`src/md5_pkg.sv`:
```
// Shared types, constants and a helper function for the MD5 digest core.
package md5_pkg;

    localparam int QUEUE_DEPTH = 4;
    localparam int QPTR_W      = $clog2(QUEUE_DEPTH);
    localparam int QCNT_W      = $clog2(QUEUE_DEPTH + 1);

    localparam logic [5:0] BLOCK_LAST = 6'd63;
    localparam logic [5:0] ROUND_LAST = 6'd63;
    localparam logic [3:0] EMIT_LAST  = 4'd15;
    localparam logic [7:0] PAD_BYTE   = 8'h80;

    localparam logic [31:0] INIT_A = 32'h67452301;
    localparam logic [31:0] INIT_B = 32'hefcdab89;
    localparam logic [31:0] INIT_C = 32'h98badcfe;
    localparam logic [31:0] INIT_D = 32'h10325476;

    localparam logic [31:0] K_TABLE [64] = '{
        32'hd76aa478, 32'he8c7b756, 32'h242070db, 32'hc1bdceee,
        32'hf57c0faf, 32'h4787c62a, 32'ha8304613, 32'hfd469501,
        32'h698098d8, 32'h8b44f7af, 32'hffff5bb1, 32'h895cd7be,
        32'h6b901122, 32'hfd987193, 32'ha679438e, 32'h49b40821,
        32'hf61e2562, 32'hc040b340, 32'h265e5a51, 32'he9b6c7aa,
        32'hd62f105d, 32'h02441453, 32'hd8a1e681, 32'he7d3fbc8,
        32'h21e1cde6, 32'hc33707d6, 32'hf4d50d87, 32'h455a14ed,
        32'ha9e3e905, 32'hfcefa3f8, 32'h676f02d9, 32'h8d2a4c8a,
        32'hfffa3942, 32'h8771f681, 32'h6d9d6122, 32'hfde5380c,
        32'ha4beea44, 32'h4bdecfa9, 32'hf6bb4b60, 32'hbebfbc70,
        32'h289b7ec6, 32'heaa127fa, 32'hd4ef3085, 32'h04881d05,
        32'hd9d4d039, 32'he6db99e5, 32'h1fa27cf8, 32'hc4ac5665,
        32'hf4292244, 32'h432aff97, 32'hab9423a7, 32'hfc93a039,
        32'h655b59c3, 32'h8f0ccc92, 32'hffeff47d, 32'h85845dd1,
        32'h6fa87e4f, 32'hfe2ce6e0, 32'ha3014314, 32'h4e0811a1,
        32'hf7537e82, 32'hbd3af235, 32'h2ad7d2bb, 32'heb86d391
    };

    localparam logic [4:0] ROT_TABLE [16] = '{
        5'd7, 5'd12, 5'd17, 5'd22, 5'd5, 5'd9, 5'd14, 5'd20,
        5'd4, 5'd11, 5'd16, 5'd23, 5'd6, 5'd10, 5'd15, 5'd21
    };

    typedef struct packed {
        logic [7:0] data_byte;
        logic       has_byte;
        logic       is_last;
    } t_item;

    typedef struct packed {
        logic  valid;
        t_item item;
    } t_qout;

    typedef enum logic [4:0] {
        S_LOAD  = 5'b00001,
        S_ROUND = 5'b00010,
        S_ADD   = 5'b00100,
        S_PAD   = 5'b01000,
        S_EMIT  = 5'b10000
    } t_state;

    function automatic logic [3:0] msg_index(input logic [5:0] rnd);
        logic [3:0] r4;
        logic [3:0] idx;
        r4 = rnd[3:0];
        unique case (rnd[5:4])
            2'd0: idx = r4;
            2'd1: idx = 4'(r4 * 4'd5 + 4'd1);
            2'd2: idx = 4'(r4 * 4'd3 + 4'd5);
            2'd3: idx = 4'(r4 * 4'd7);
        endcase
        return idx;
    endfunction

endpackage

```
`src/md5_front.sv`:
```
// Input request queue: accepts message items and hands them to the back end.
module md5_front (
    input  logic             i_clk,
    input  logic             i_rst_n,
    input  logic             i_valid,
    output logic             o_stall,
    input  md5_pkg::t_item   i_item,
    input  logic             i_take,
    output md5_pkg::t_qout   o_q
);

    md5_pkg::t_item                 r_mem [md5_pkg::QUEUE_DEPTH];
    logic [md5_pkg::QPTR_W-1:0]     r_wr_ptr, n_wr_ptr;
    logic [md5_pkg::QPTR_W-1:0]     r_rd_ptr, n_rd_ptr;
    logic [md5_pkg::QCNT_W-1:0]     r_count, n_count;
    logic                           push, pop;

    assign o_stall = (r_count == md5_pkg::QCNT_W'(md5_pkg::QUEUE_DEPTH));
    assign push    = i_valid && !o_stall;
    assign pop     = i_take && (r_count != '0);

    assign o_q.valid = (r_count != '0);
    assign o_q.item  = r_mem[r_rd_ptr];

    always_comb begin
        n_wr_ptr = push ? r_wr_ptr + 1'b1 : r_wr_ptr;
        n_rd_ptr = pop ? r_rd_ptr + 1'b1 : r_rd_ptr;
        n_count  = r_count;
        if (push && !pop) begin
            n_count = r_count + 1'b1;
        end else if (pop && !push) begin
            n_count = r_count - 1'b1;
        end
    end

    always_ff @(posedge i_clk) begin
        if (!i_rst_n) begin
            r_wr_ptr <= '0;
            r_rd_ptr <= '0;
            r_count  <= '0;
        end else begin
            r_wr_ptr <= n_wr_ptr;
            r_rd_ptr <= n_rd_ptr;
            r_count  <= n_count;
        end
    end

    always_ff @(posedge i_clk) begin
        if (push) begin
            r_mem[r_wr_ptr] <= i_item;
        end
    end

endmodule

```
`src/md5_round.sv`:
```
// One MD5 compression round: mixing function, additions and rotation.
module md5_round (
    input  logic [31:0] i_a,
    input  logic [31:0] i_b,
    input  logic [31:0] i_c,
    input  logic [31:0] i_d,
    input  logic [5:0]  i_round,
    input  logic [31:0] i_word,
    output logic [31:0] o_b
);

    logic [31:0] f;
    logic [31:0] sum;
    logic [4:0]  s;
    logic [63:0] rot;

    always_comb begin
        unique case (i_round[5:4])
            2'd0: f = (i_b & i_c) | (~i_b & i_d);
            2'd1: f = (i_d & i_b) | (~i_d & i_c);
            2'd2: f = i_b ^ i_c ^ i_d;
            2'd3: f = i_c ^ (i_b | ~i_d);
        endcase
        s   = md5_pkg::ROT_TABLE[{i_round[5:4], i_round[1:0]}];
        sum = i_a + f + md5_pkg::K_TABLE[i_round] + i_word;
        rot = {sum, sum} << s;
        o_b = i_b + rot[63:32];
    end

endmodule

```
`src/md5_back.sv`:
```
// Back end: block gathering, padding, round sequencing and digest output.
module md5_back (
    input  logic             i_clk,
    input  logic             i_rst_n,
    input  md5_pkg::t_qout   i_q,
    output logic             o_take,
    output logic             o_valid,
    input  logic             i_stall,
    output logic [7:0]       o_digest_byte,
    output logic             o_digest_last
);

    md5_pkg::t_state r_state, n_state;
    md5_pkg::t_state r_after, n_after;
    logic [5:0]      r_round, n_round;
    logic [5:0]      r_pos, n_pos;
    logic [60:0]     r_count, n_count;
    logic [63:0]     r_bits, n_bits;
    logic            r_first, n_first;
    logic            r_len_ok, n_len_ok;
    logic [31:0]     r_a, n_a, r_b, n_b, r_c, n_c, r_d, n_d;
    logic [31:0]     r_chain [4];
    logic [31:0]     n_chain [4];
    logic [3:0]      r_emit_idx, n_emit_idx;
    logic            r_o_valid, n_o_valid;
    logic [7:0]      r_o_byte, n_o_byte;
    logic            r_o_last, n_o_last;
    logic [31:0]     r_block [16];

    logic            wr_en;
    logic [7:0]      wr_byte;
    logic            out_load;
    logic [31:0]     round_b;
    logic [31:0]     emit_word;
    logic [60:0]     count_inc;

    md5_round u_round (
        .i_a     (r_a),
        .i_b     (r_b),
        .i_c     (r_c),
        .i_d     (r_d),
        .i_round (r_round),
        .i_word  (r_block[md5_pkg::msg_index(r_round)]),
        .o_b     (round_b)
    );

    assign emit_word = r_chain[r_emit_idx[3:2]];
    assign count_inc = r_count + 61'd1;

    always_comb begin
        n_state    = r_state;
        n_after    = r_after;
        n_round    = r_round;
        n_pos      = r_pos;
        n_count    = r_count;
        n_bits     = r_bits;
        n_first    = r_first;
        n_len_ok   = r_len_ok;
        n_a        = r_a;
        n_b        = r_b;
        n_c        = r_c;
        n_d        = r_d;
        n_chain    = r_chain;
        n_emit_idx = r_emit_idx;
        n_o_byte   = r_o_byte;
        n_o_last   = r_o_last;
        wr_en      = 1'b0;
        wr_byte    = '0;
        out_load   = 1'b0;
        o_take     = 1'b0;
        unique case (r_state)
            md5_pkg::S_LOAD: begin
                if (i_q.valid) begin
                    o_take = 1'b1;
                    if (i_q.item.has_byte) begin
                        wr_en   = 1'b1;
                        wr_byte = i_q.item.data_byte;
                        n_pos   = r_pos + 6'd1;
                        n_count = count_inc;
                    end
                    if (i_q.item.is_last) begin
                        n_bits   = {(i_q.item.has_byte ? count_inc : r_count), 3'b000};
                        n_first  = 1'b1;
                        n_len_ok = 1'b0;
                    end
                    if (i_q.item.has_byte && r_pos == md5_pkg::BLOCK_LAST) begin
                        n_state = md5_pkg::S_ROUND;
                        n_after = i_q.item.is_last ? md5_pkg::S_PAD : md5_pkg::S_LOAD;
                        n_a     = r_chain[0];
                        n_b     = r_chain[1];
                        n_c     = r_chain[2];
                        n_d     = r_chain[3];
                    end else if (i_q.item.is_last) begin
                        n_state = md5_pkg::S_PAD;
                    end
                end
            end
            md5_pkg::S_PAD: begin
                wr_en = 1'b1;
                if (r_first) begin
                    wr_byte = md5_pkg::PAD_BYTE;
                end else if (r_len_ok && r_pos[5:3] == 3'b111) begin
                    wr_byte = r_bits[{r_pos[2:0], 3'b000} +: 8];
                end
                n_pos   = r_pos + 6'd1;
                n_first = 1'b0;
                if (r_pos == md5_pkg::BLOCK_LAST) begin
                    n_len_ok = 1'b1;
                end else if (r_first) begin
                    n_len_ok = (r_pos[5:3] != 3'b111);
                end
                if (r_pos == md5_pkg::BLOCK_LAST) begin
                    n_state = md5_pkg::S_ROUND;
                    n_after = (!r_first && r_len_ok) ? md5_pkg::S_EMIT : md5_pkg::S_PAD;
                    n_a     = r_chain[0];
                    n_b     = r_chain[1];
                    n_c     = r_chain[2];
                    n_d     = r_chain[3];
                end
            end
            md5_pkg::S_ROUND: begin
                n_a     = r_d;
                n_b     = round_b;
                n_c     = r_b;
                n_d     = r_c;
                n_round = r_round + 6'd1;
                if (r_round == md5_pkg::ROUND_LAST) begin
                    n_state = md5_pkg::S_ADD;
                end
            end
            md5_pkg::S_ADD: begin
                n_chain[0] = r_chain[0] + r_a;
                n_chain[1] = r_chain[1] + r_b;
                n_chain[2] = r_chain[2] + r_c;
                n_chain[3] = r_chain[3] + r_d;
                n_state    = r_after;
            end
            md5_pkg::S_EMIT: begin
                if (!r_o_valid || !i_stall) begin
                    out_load   = 1'b1;
                    n_o_byte   = emit_word[{r_emit_idx[1:0], 3'b000} +: 8];
                    n_o_last   = (r_emit_idx == md5_pkg::EMIT_LAST);
                    n_emit_idx = r_emit_idx + 4'd1;
                    if (r_emit_idx == md5_pkg::EMIT_LAST) begin
                        n_chain[0] = md5_pkg::INIT_A;
                        n_chain[1] = md5_pkg::INIT_B;
                        n_chain[2] = md5_pkg::INIT_C;
                        n_chain[3] = md5_pkg::INIT_D;
                        n_count    = '0;
                        n_pos      = '0;
                        n_state    = md5_pkg::S_LOAD;
                    end
                end
            end
            default: begin
                n_state = md5_pkg::S_LOAD;
            end
        endcase
        n_o_valid = out_load ? 1'b1 : (i_stall ? r_o_valid : 1'b0);
    end

    always_ff @(posedge i_clk) begin
        if (!i_rst_n) begin
            r_state    <= md5_pkg::S_LOAD;
            r_after    <= md5_pkg::S_LOAD;
            r_round    <= '0;
            r_pos      <= '0;
            r_count    <= '0;
            r_first    <= 1'b0;
            r_len_ok   <= 1'b0;
            r_a        <= '0;
            r_b        <= '0;
            r_c        <= '0;
            r_d        <= '0;
            r_chain[0] <= md5_pkg::INIT_A;
            r_chain[1] <= md5_pkg::INIT_B;
            r_chain[2] <= md5_pkg::INIT_C;
            r_chain[3] <= md5_pkg::INIT_D;
            r_emit_idx <= '0;
            r_o_valid  <= 1'b0;
        end else begin
            r_state    <= n_state;
            r_after    <= n_after;
            r_round    <= n_round;
            r_pos      <= n_pos;
            r_count    <= n_count;
            r_first    <= n_first;
            r_len_ok   <= n_len_ok;
            r_a        <= n_a;
            r_b        <= n_b;
            r_c        <= n_c;
            r_d        <= n_d;
            r_chain    <= n_chain;
            r_emit_idx <= n_emit_idx;
            r_o_valid  <= n_o_valid;
        end
    end

    always_ff @(posedge i_clk) begin
        r_bits   <= n_bits;
        r_o_byte <= n_o_byte;
        r_o_last <= n_o_last;
        if (wr_en) begin
            r_block[r_pos[5:2]][{r_pos[1:0], 3'b000} +: 8] <= wr_byte;
        end
    end

    assign o_valid       = r_o_valid;
    assign o_digest_byte = r_o_byte;
    assign o_digest_last = r_o_last;

    a_round_only_in_round: assert property (@(posedge i_clk) disable iff (!i_rst_n)
        r_round != 6'd0 |-> r_state == md5_pkg::S_ROUND)
        else $error("round counter active outside compression");

    a_round_end_adds: assert property (@(posedge i_clk) disable iff (!i_rst_n)
        (r_state == md5_pkg::S_ROUND && r_round == md5_pkg::ROUND_LAST)
        |=> r_state == md5_pkg::S_ADD)
        else $error("last round not followed by chain update");

    a_emit_only_in_emit: assert property (@(posedge i_clk) disable iff (!i_rst_n)
        r_emit_idx != 4'd0 |-> r_state == md5_pkg::S_EMIT)
        else $error("digest output interrupted");

    a_digest_restarts: assert property (@(posedge i_clk) disable iff (!i_rst_n)
        (out_load && r_emit_idx == md5_pkg::EMIT_LAST)
        |=> (r_count == 61'd0 && r_pos == 6'd0 && r_chain[0] == md5_pkg::INIT_A))
        else $error("message state not restarted after digest");

endmodule

```
`src/md5_message_digest_core.sv`:
```
// Top level of the MD5 digest core: input queue feeding the block engine.
//
// Message bytes enter one request per cycle while o_stall is low into a four-entry queue; the
// engine drains it at one byte per cycle while gathering a 64-byte block. Each full block then
// runs 64 rounds on a single shared round unit and is then added into the chaining words,
// during which up to four more requests are queued before the input stalls. A last request
// adds one padding byte per remaining block position (up to 64, or up to 72 with an extra
// block), one or two compressions, and 16 digest bytes, one per cycle while the output is not
// stalled, low byte of h0 first.
// An item with neither a byte nor the last flag is consumed without effect.
module md5_message_digest_core (
    input  logic       i_clk,
    input  logic       i_rst_n,
    input  logic       i_valid,
    output logic       o_stall,
    input  logic [7:0] i_data_byte,
    input  logic       i_has_byte,
    input  logic       i_is_last,
    output logic       o_valid,
    input  logic       i_stall,
    output logic [7:0] o_digest_byte,
    output logic       o_digest_last
);

    md5_pkg::t_item item;
    md5_pkg::t_qout q;
    logic           take;

    assign item.data_byte = i_data_byte;
    assign item.has_byte  = i_has_byte;
    assign item.is_last   = i_is_last;

    md5_front u_front (
        .i_clk   (i_clk),
        .i_rst_n (i_rst_n),
        .i_valid (i_valid),
        .o_stall (o_stall),
        .i_item  (item),
        .i_take  (take),
        .o_q     (q)
    );

    md5_back u_back (
        .i_clk         (i_clk),
        .i_rst_n       (i_rst_n),
        .i_q           (q),
        .o_take        (take),
        .o_valid       (o_valid),
        .i_stall       (i_stall),
        .o_digest_byte (o_digest_byte),
        .o_digest_last (o_digest_last)
    );

endmodule
```
`config.mk`:
```
export PLATFORM = sky130hd
export DESIGN_NAME = md5_message_digest_core
export DESIGN_NICKNAME = d
export VERILOG_FILES = /design/src/md5_pkg.sv /design/src/md5_front.sv /design/src/md5_round.sv /design/src/md5_back.sv /design/src/md5_message_digest_core.sv
export SDC_FILE = /design/constraint.sdc
export NUM_CORES = 2
export LEC_CHECK = 0
export ABC_CLOCK_PERIOD_IN_PS = 15300
export BUFFER_PORTS_ARGS = -buffer_cell sky130_fd_sc_hd__buf_2
export CAP_MARGIN = 30
export CORE_UTILIZATION = 50
export CTS_BUF_LIST = sky130_fd_sc_hd__clkbuf_8
export DETAILED_ROUTE_END_ITERATION = 10
export PLACE_DENSITY = 0.65
export SYNTH_ARGS = -nofsm -noshare
export SYNTH_HDL_FRONTEND = slang
export SYNTH_SLANG_ARGS = --single-unit
```
`constraint.sdc`:
```
create_clock -name i_clk -period 15.3 [get_ports i_clk]
set_input_delay 4.59 -clock i_clk [delete_from_list [all_inputs] [get_ports i_clk]]
set_output_delay 4.59 -clock i_clk [all_outputs]
set_load 0.005 [all_outputs]
```
== Word level (Yosys, flattened, before mapping) ==
Memories as Yosys holds them, arrays and structs flattened. A register that Yosys moved wholly into a read port is not among the register bits.
Index checks and enable logic that the tools add are counted.
W data, S select, Z words.

* Flip-flop bits (word level): 423
* RAM bits: 552
* Memory bits (read-only): 2128
* Output and inout port bits: 11
* Memories: 4

{| class="wikitable"
|+ Memories
! name !! depth !! width !! rd ports !! clocked after memory_dff !! write ports !! RTL line !! RTL
|-
| (name not given) || 64 || 32 || 1 || 0 || 0 || md5_round.sv:25 || <nowiki>sum = i_a + f + md5_pkg::K_TABLE[i_round] + i_word;</nowiki>
|-
| u_back.r_block || 16 || 32 || 1 || 0 || 1 || md5_back.sv:28 || <nowiki>logic [31:0] r_block [16];</nowiki>
|-
| (name not given) || 16 || 5 || 1 || 0 || 0 || md5_round.sv:24 || <nowiki>s = md5_pkg::ROT_TABLE[{i_round[5:4], i_round[1:0]}];</nowiki>
|-
| u_front.r_mem || 4 || 10 || 1 || 1 || 1 || md5_front.sv:12 || <nowiki>md5_pkg::t_item r_mem [md5_pkg::QUEUE_DEPTH];</nowiki>
|}

* $add $sub $neg: 19
* Multipliers: 3
* $lt $le $gt $ge: 3
* Equality and inequality tests: 25
* Shifts and indexed selects: 5
* Muxes and demuxes: 82
* Bitwise operators: 15
* Reduce and logical (&&, ||, !) cells: 32

{| class="wikitable"
|+ Operators with widths
! operator !! number
|-
| $mux W32 || 17
|-
| $pmux W32 S3 || 4
|-
| $add A32 B32 Y32 || 8
|-
| $mux W128 || 2
|-
| $pmux W128 S2 || 1
|-
| $mux W61 || 4
|-
| $and A32 B32 Y32 || 4
|-
| $pmux W32 S4 || 1
|-
| $pmux W61 S2 || 1
|-
| $or A32 B32 Y32 || 3
|-
| $xor A32 B32 Y32 || 3
|-
| $mux W5 || 13
|-
| $bmux W32 S2 || 1
|-
| $not A32 Y32 || 2
|-
| $shiftx A64 B7 Y8 || 1
|-
| $shl A64 B5 Y64 || 1
|-
| $add A61 B1 Y61 const B || 1
|-
| $mux W8 || 4
|-
| $shift A8 B7 Y32 const A || 1
|-
| $shiftx A32 B6 Y8 || 1
|-
| $shiftx A8 B7 Y32 || 1
|-
| $pmux W5 S5 || 1
|-
| $mux W6 || 4
|-
| $pmux W6 S3 || 1
|-
| 48 further kinds || 104
|}

== Longest topological paths before layout ==
* Depth in word-level cells: 10
* Mapped depth: 50
* Gate-level depth less buffers: 45

== Hierarchy ==
From an unflattened synthesis, not the netlist that was laid out.

* Cells, all modules: 5631
* Area, all modules: 59533.3 µm²

{| class="wikitable"
|+ By module, submodules not included
! module !! instances !! cells an instance !! area each (µm²) !! seq. area each (µm²)
|-
| md5_back || 1 || 3704 || 45287.2 || 24363.4
|-
| md5_round || 1 || 1827 || 12319.3 || 0.0
|-
| md5_front || 1 || 100 || 1926.8 || 1381.3
|}

== Worst setup path after synthesis ==
OpenSTA, ideal clock, no wires.

* Kind: flip-flop to flip-flop
* From: reg u_back.r_round[2]
* To: reg u_back.r_b[22]
* Data arrival time: 10.872 ns
* Required time: 15.158 ns
* Setup slack: 4.286 ns
* Stages on the path, launching flop included: 50
* Period minus slack after synthesis: 11.014 ns
* Cells stage by stage: dfxtp_1 > buf_2 > inv_1 > clkbuf_1 > buf_1 > ha_1 > fa_1 > xnor3_1 > o21ai_2 > a21oi_2 > or2_1 > buf_2 > clkbuf_1 > clkbuf_1 > nand2_1 > a31oi_1 > fa_1 > inv_1 > [14 not listed] > a21oi_1 > mux2i_1 > mux2_2 > ha_1 > fa_1 > a21o_1 > a21oi_1 > o21bai_1 > a21oi_1 > o21bai_1 > a211oi_1 > o31a_1 > o211ai_1 > a31o_2 > a21o_1 > a211o_1 > a21oi_1 > a311oi_1

* Longest elaborated chain between the ends: 9
* Elaborated cells on any way between the ends: 16
* Classes of those cells: 5 x add/sub; 3 x mul; 1 x shift; 4 x mux; 1 x bitwise; 2 x memory

{| class="wikitable"
|+ Ends and longest elaborated chain
! what !! RTL line !! RTL
|-
| from (decl) || md5_back.sv:15 || <nowiki>logic [5:0] r_round, n_round;</nowiki>
|-
| from (signal assigned) || md5_back.sv:184 || <nowiki>r_round <= n_round;</nowiki>
|-
| parallel branches: the longest is 5 deep, another holds $mem_v2 Z16 W32 || - ||
|-
| $add A32 B32 Y32 * || md5_round.sv:25 ||
|-
| $shl A64 B5 Y64 * || md5_round.sv:26 || <nowiki>rot = {sum, sum} << s;</nowiki>
|-
| $add A32 B32 Y32 * || md5_round.sv:27 || <nowiki>o_b = i_b + rot[63:32];</nowiki>
|-
| $pmux W32 S3 * || md5_back.sv:71 || <nowiki>unique case (r_state)</nowiki>
|-
| to (signal assigned) || md5_back.sv:190 || <nowiki>r_b <= n_b;</nowiki>
|-
| to (decl) || md5_back.sv:21 || <nowiki>logic [31:0] r_a, n_a, r_b, n_b, r_c, n_c, r_d, n_d;</nowiki>
|}

Mark *: on every way between the ends. The select of a mux whose other input is x is not followed.
A chain may end at the register's enable or synchronous reset.

== Worst setup path after layout ==
* From: reg u_back.r_round[0]
* To: reg u_back.r_b[28]

* Longest elaborated chain between the ends: 9
* Elaborated cells on any way between the ends: 20
* Classes of those cells: 5 x add/sub; 3 x mul; 1 x shift; 6 x mux; 2 x bitwise; 3 x memory

{| class="wikitable"
|+ Ends and longest elaborated chain
! what !! RTL line
|-
| parallel branches: the longest is 6 deep, another holds $mem_v2 Z16 W32 || -
|-
| $shl A64 B5 Y64 * || md5_round.sv:26
|-
| $add A32 B32 Y32 * || md5_round.sv:27
|-
| $pmux W32 S3 * || md5_back.sv:71
|}

Marked as above.

==> results.yml <==
setup_path:
  cpPeakStageDelay_ps: 900
  r2r-end: "u_back.r_b[28]$_SDFFE_PN0P_"
  cpMaxStageDelayCell: "ha_1"
  crit_family: "compound AO/OA/AOI/OAI gates"
  r2r_start: "u_back.r_round[0]$_SDFFE_PN0P_"
  cp.required_ps: 16020
  rrSetupSlack_ps: 2150
  cp.buffers_inverters: 5
  reg2reg_depth: 45
  crit_start: "u_back.r_round[0]$_SDFFE_PN0P_"
  critPathMaxFanout: 54
  end_kind: "flop"
  crit_arrival_ps: 13870
  path_class: "flop to flop"
  crit_path_start_kind: "flop"
min_path:
  min_to: "u_back.r_after[4]$_SDFFE_PN0P_"
  hp-start: "u_back.r_after[4]$_SDFFE_PN0P_"
  min_path_cells: 2
  hp-class: "flop to flop"
routing:
  wl_per_cell_um: 25.12
  wirelength_um: 182300
  route.detailed.drc: 0
  detail-route-antenna-nets: 0
  via_per_inst: 6.263
  dr.pass1.iters: 5
  vias: 45450
  first_iter_violations: 4651
run_status:
  status: "finished clean"
placed_design:
  place_congestion: 0.9814
  dpl.hpwl_um: 126700
  placed_area_um2: 59280
  io_buffers: 24
clock_tree:
  cts.sinks: 975
  cts_max_level: 4
  cts-root-buf: "clkbuf_8"
  clockBufferDepth: 3
  numCtsBuffers: 166
  cts_setup_buffers: 0
  cts_hold_buf: 0
  cts_tree: "yes"
  ctsResizeCount: 0
  clk_pin_slew_ps: 70
  insertion_delay_ps: 920
logic_synthesis:
  synth_fp_nets: 6012
  ys.flop_type: "edfxtp_1"
  synth_edf_count: 622
  netlist_instances: 5660
  synth-seq-cells: 975
  yosysSeqAreaShare_pct: 44.58
  synth.distinct_cells: 98
  synth_area_per_cell_um2: 10.20
  syn_area_um2: 57750
  yosysWarningCount: 0
  synthArstFlopShare_pct: 0
timing:
  rsz0062_at_grt: "false"
  max_freq_mhz: 76.07
  slew-limit-headroom_pct: 29.61
  timing.final.crit_period_ps: 13150
  fin_tns_setup_ps: 0
  worst_slew_pin_slew_ps: 1052
  hold_viol: 0
  clock_skew_ps: 56.88
  final-setup-viol-count: 0
  fin_crit_sh_pct: 85.92
  slew_violations: 0
grt:
  overflow: 0
  busiest_layer: "met2"
  met1_usage_pct: 41.82
  grt_pass1_vias: 43010
  grt_max_degree: 183
  grt_usage_pct: 31.02
  antenna_found_initial: 5
  grt_pass1_wl_um: 272800
  met2_usage_pct: 48.59
  grtUsageMet3_pct: 6.594
final_layout:
  mostFrequentLayoutCells: "nor2_1 (650), nand2_1 (647), edfxtp_1 (622), dfxtp_1 (348), a21oi_1 (328)"
  final_layout_size_suffix_gt1_share_pct: 11.18
  layout_commonest_cell: "nor2_1"
  nets: 5957
  synthToLayoutAreaGrowth_pct: 8.628
  num-fill-cells: 9960
  design_area_um2: 62730
floorplanning:
  initial_utilization_pct: 50.50
  die_y_um: 341.8
  rows: 124
  fp.dieW_um: 341.8
  boundaryPins: 25
  core_um2: 114300
  dieArea_um2: 116900
power_and_ir_drop:
  p_per_area_nw_per_um2: 103.0
  cellLeakagePower_nw: 23.44
  vdd_drop_max_v: 0.0001367
flow_run:
  max_cap_violations: 0
[worst max-delay path by stage]
stage                                        to  slack (ps)  cells past startpoint
global route        u_back.r_b[28]$_SDFFE_PN0P_        1320                     45
global placement    u_back.r_b[28]$_SDFFE_PN0P_        2650                     45
CTS                 u_back.r_b[28]$_SDFFE_PN0P_        2480                     45
finish              u_back.r_b[28]$_SDFFE_PN0P_        2150                     45
detailed placement  u_back.r_b[28]$_SDFFE_PN0P_        2540                     45
floorplan           u_back.r_b[22]$_SDFFE_PN0P_        4290                     49
[layer usage]
layer / share of wire, % / up-vias / routed length (µm)
met5: 0.022 / - / 40
met4: 3.7 / 6 / 6785
met3: 8.1 / 356 / 14800
met2: 46 / 1936 / 83910
met1: 42 / 22300 / 76760
li1: - / 20850 / -
[Yosys cell counts (115+ instances only)]
master	n	area, µm²
nor2_1	650	2440
nand2_1	648	2432
edfxtp_1	622	18680
dfxtp_1	353	7067
a21oi_1	334	1672
o21ai_0	268	1341
ha_1	264	3303
clkbuf_1	261	979.7
inv_1	207	777.0
mux4_2	195	4392
xnor2_1	190	1664
nand3_1	115	575.6
[cell type report]
class | count | area, µm² | share of cell area (%)
timing repair buffer | 124 | 964.7 | 1.538
clock inverter | 117 | 777.0 | 1.239
clock buffer | 186 | 2560 | 4.081
tap | 1512 | 1892 | 3.016
multi-input combinational | 4126 | 29960 | 47.76
sequential | 975 | 25760 | 41.06
antenna | 5 | 12.51 | 0.01995
inverter | 212 | 803.3 | 1.281
[cell families (layout without fill, tap and decap cells)]
group,count (synthesis),in the layout,share of synthesized area [%]
AO/OA/AOI/OAI,1429,1429,16.34
XOR/XNOR,269,269,4.104
adder cells (fa/ha/maj),338,338,8.285
buffers and inverters,559,639,3.746
flip-flops,975,975,44.58
multiplexers,295,295,9.401
other,0,5,0
AND/OR/NAND/NOR,1795,1795,13.54
[state kept, by name, summed over array words and instances (netlist names), named ones only]
signal and flops:
u_back.r_block 512, u_back.r_chain 128, u_back.r_bits 61, u_back.r_count 61, u_front.r_mem 40, u_back.r_a 32
u_back.r_b 32, u_back.r_c 32, u_back.r_d 32, u_back.o_digest_byte 8, u_back.r_pos 6, u_back.r_round 6
u_back.r_state 5, u_back.r_emit_idx 4, u_back.r_after 3, u_front.r_count 3, u_front.r_rd_ptr 2, u_front.r_wr_ptr 2
u_back.o_digest_last 1, u_back.o_valid 1, u_back.r_first 1, u_back.r_len_ok 1
[tightest hold or removal path, stage by stage (launching register included)]
cell     delay, ps
dfxtp_1        310
nand2_1         50
a21oi_1         50
[power breakdown]
group / total [W] / switching, W / internal, W / leakage (nW)
Combinational: 0.00112 / 0.000752 / 0.000372 / 12.9
Sequential: 0.00296 / 0.0000444 / 0.00291 / 8.65
Clock: 0.00238 / 0.00113 / 0.00124 / 1.88
Total: 0.00646 / 0.00193 / 0.00453 / 23.4
[per-stage QoR]
stage | total power [W] | cells | util (%) | setup slack, ps | hold slack [ps]
global route | 0.006710 | 7254 | 54.85 | 1324 | 491.4
CTS | 0.006490 | 7239 | 54.76 | 2480 | 465.9
global placement | 0.004096 | 6916 | 51.69 | 2647 | 448.5
finish | 0.006462 | 7257 | 54.86 | 2154 | 467.2
detailed placement | 0.004123 | 6936 | 51.84 | 2544 | 457.6
floorplan | 0.003762 | 5660 | - | 4286 | 436.7
Note: power is estimated with default switching activity, not from simulation.
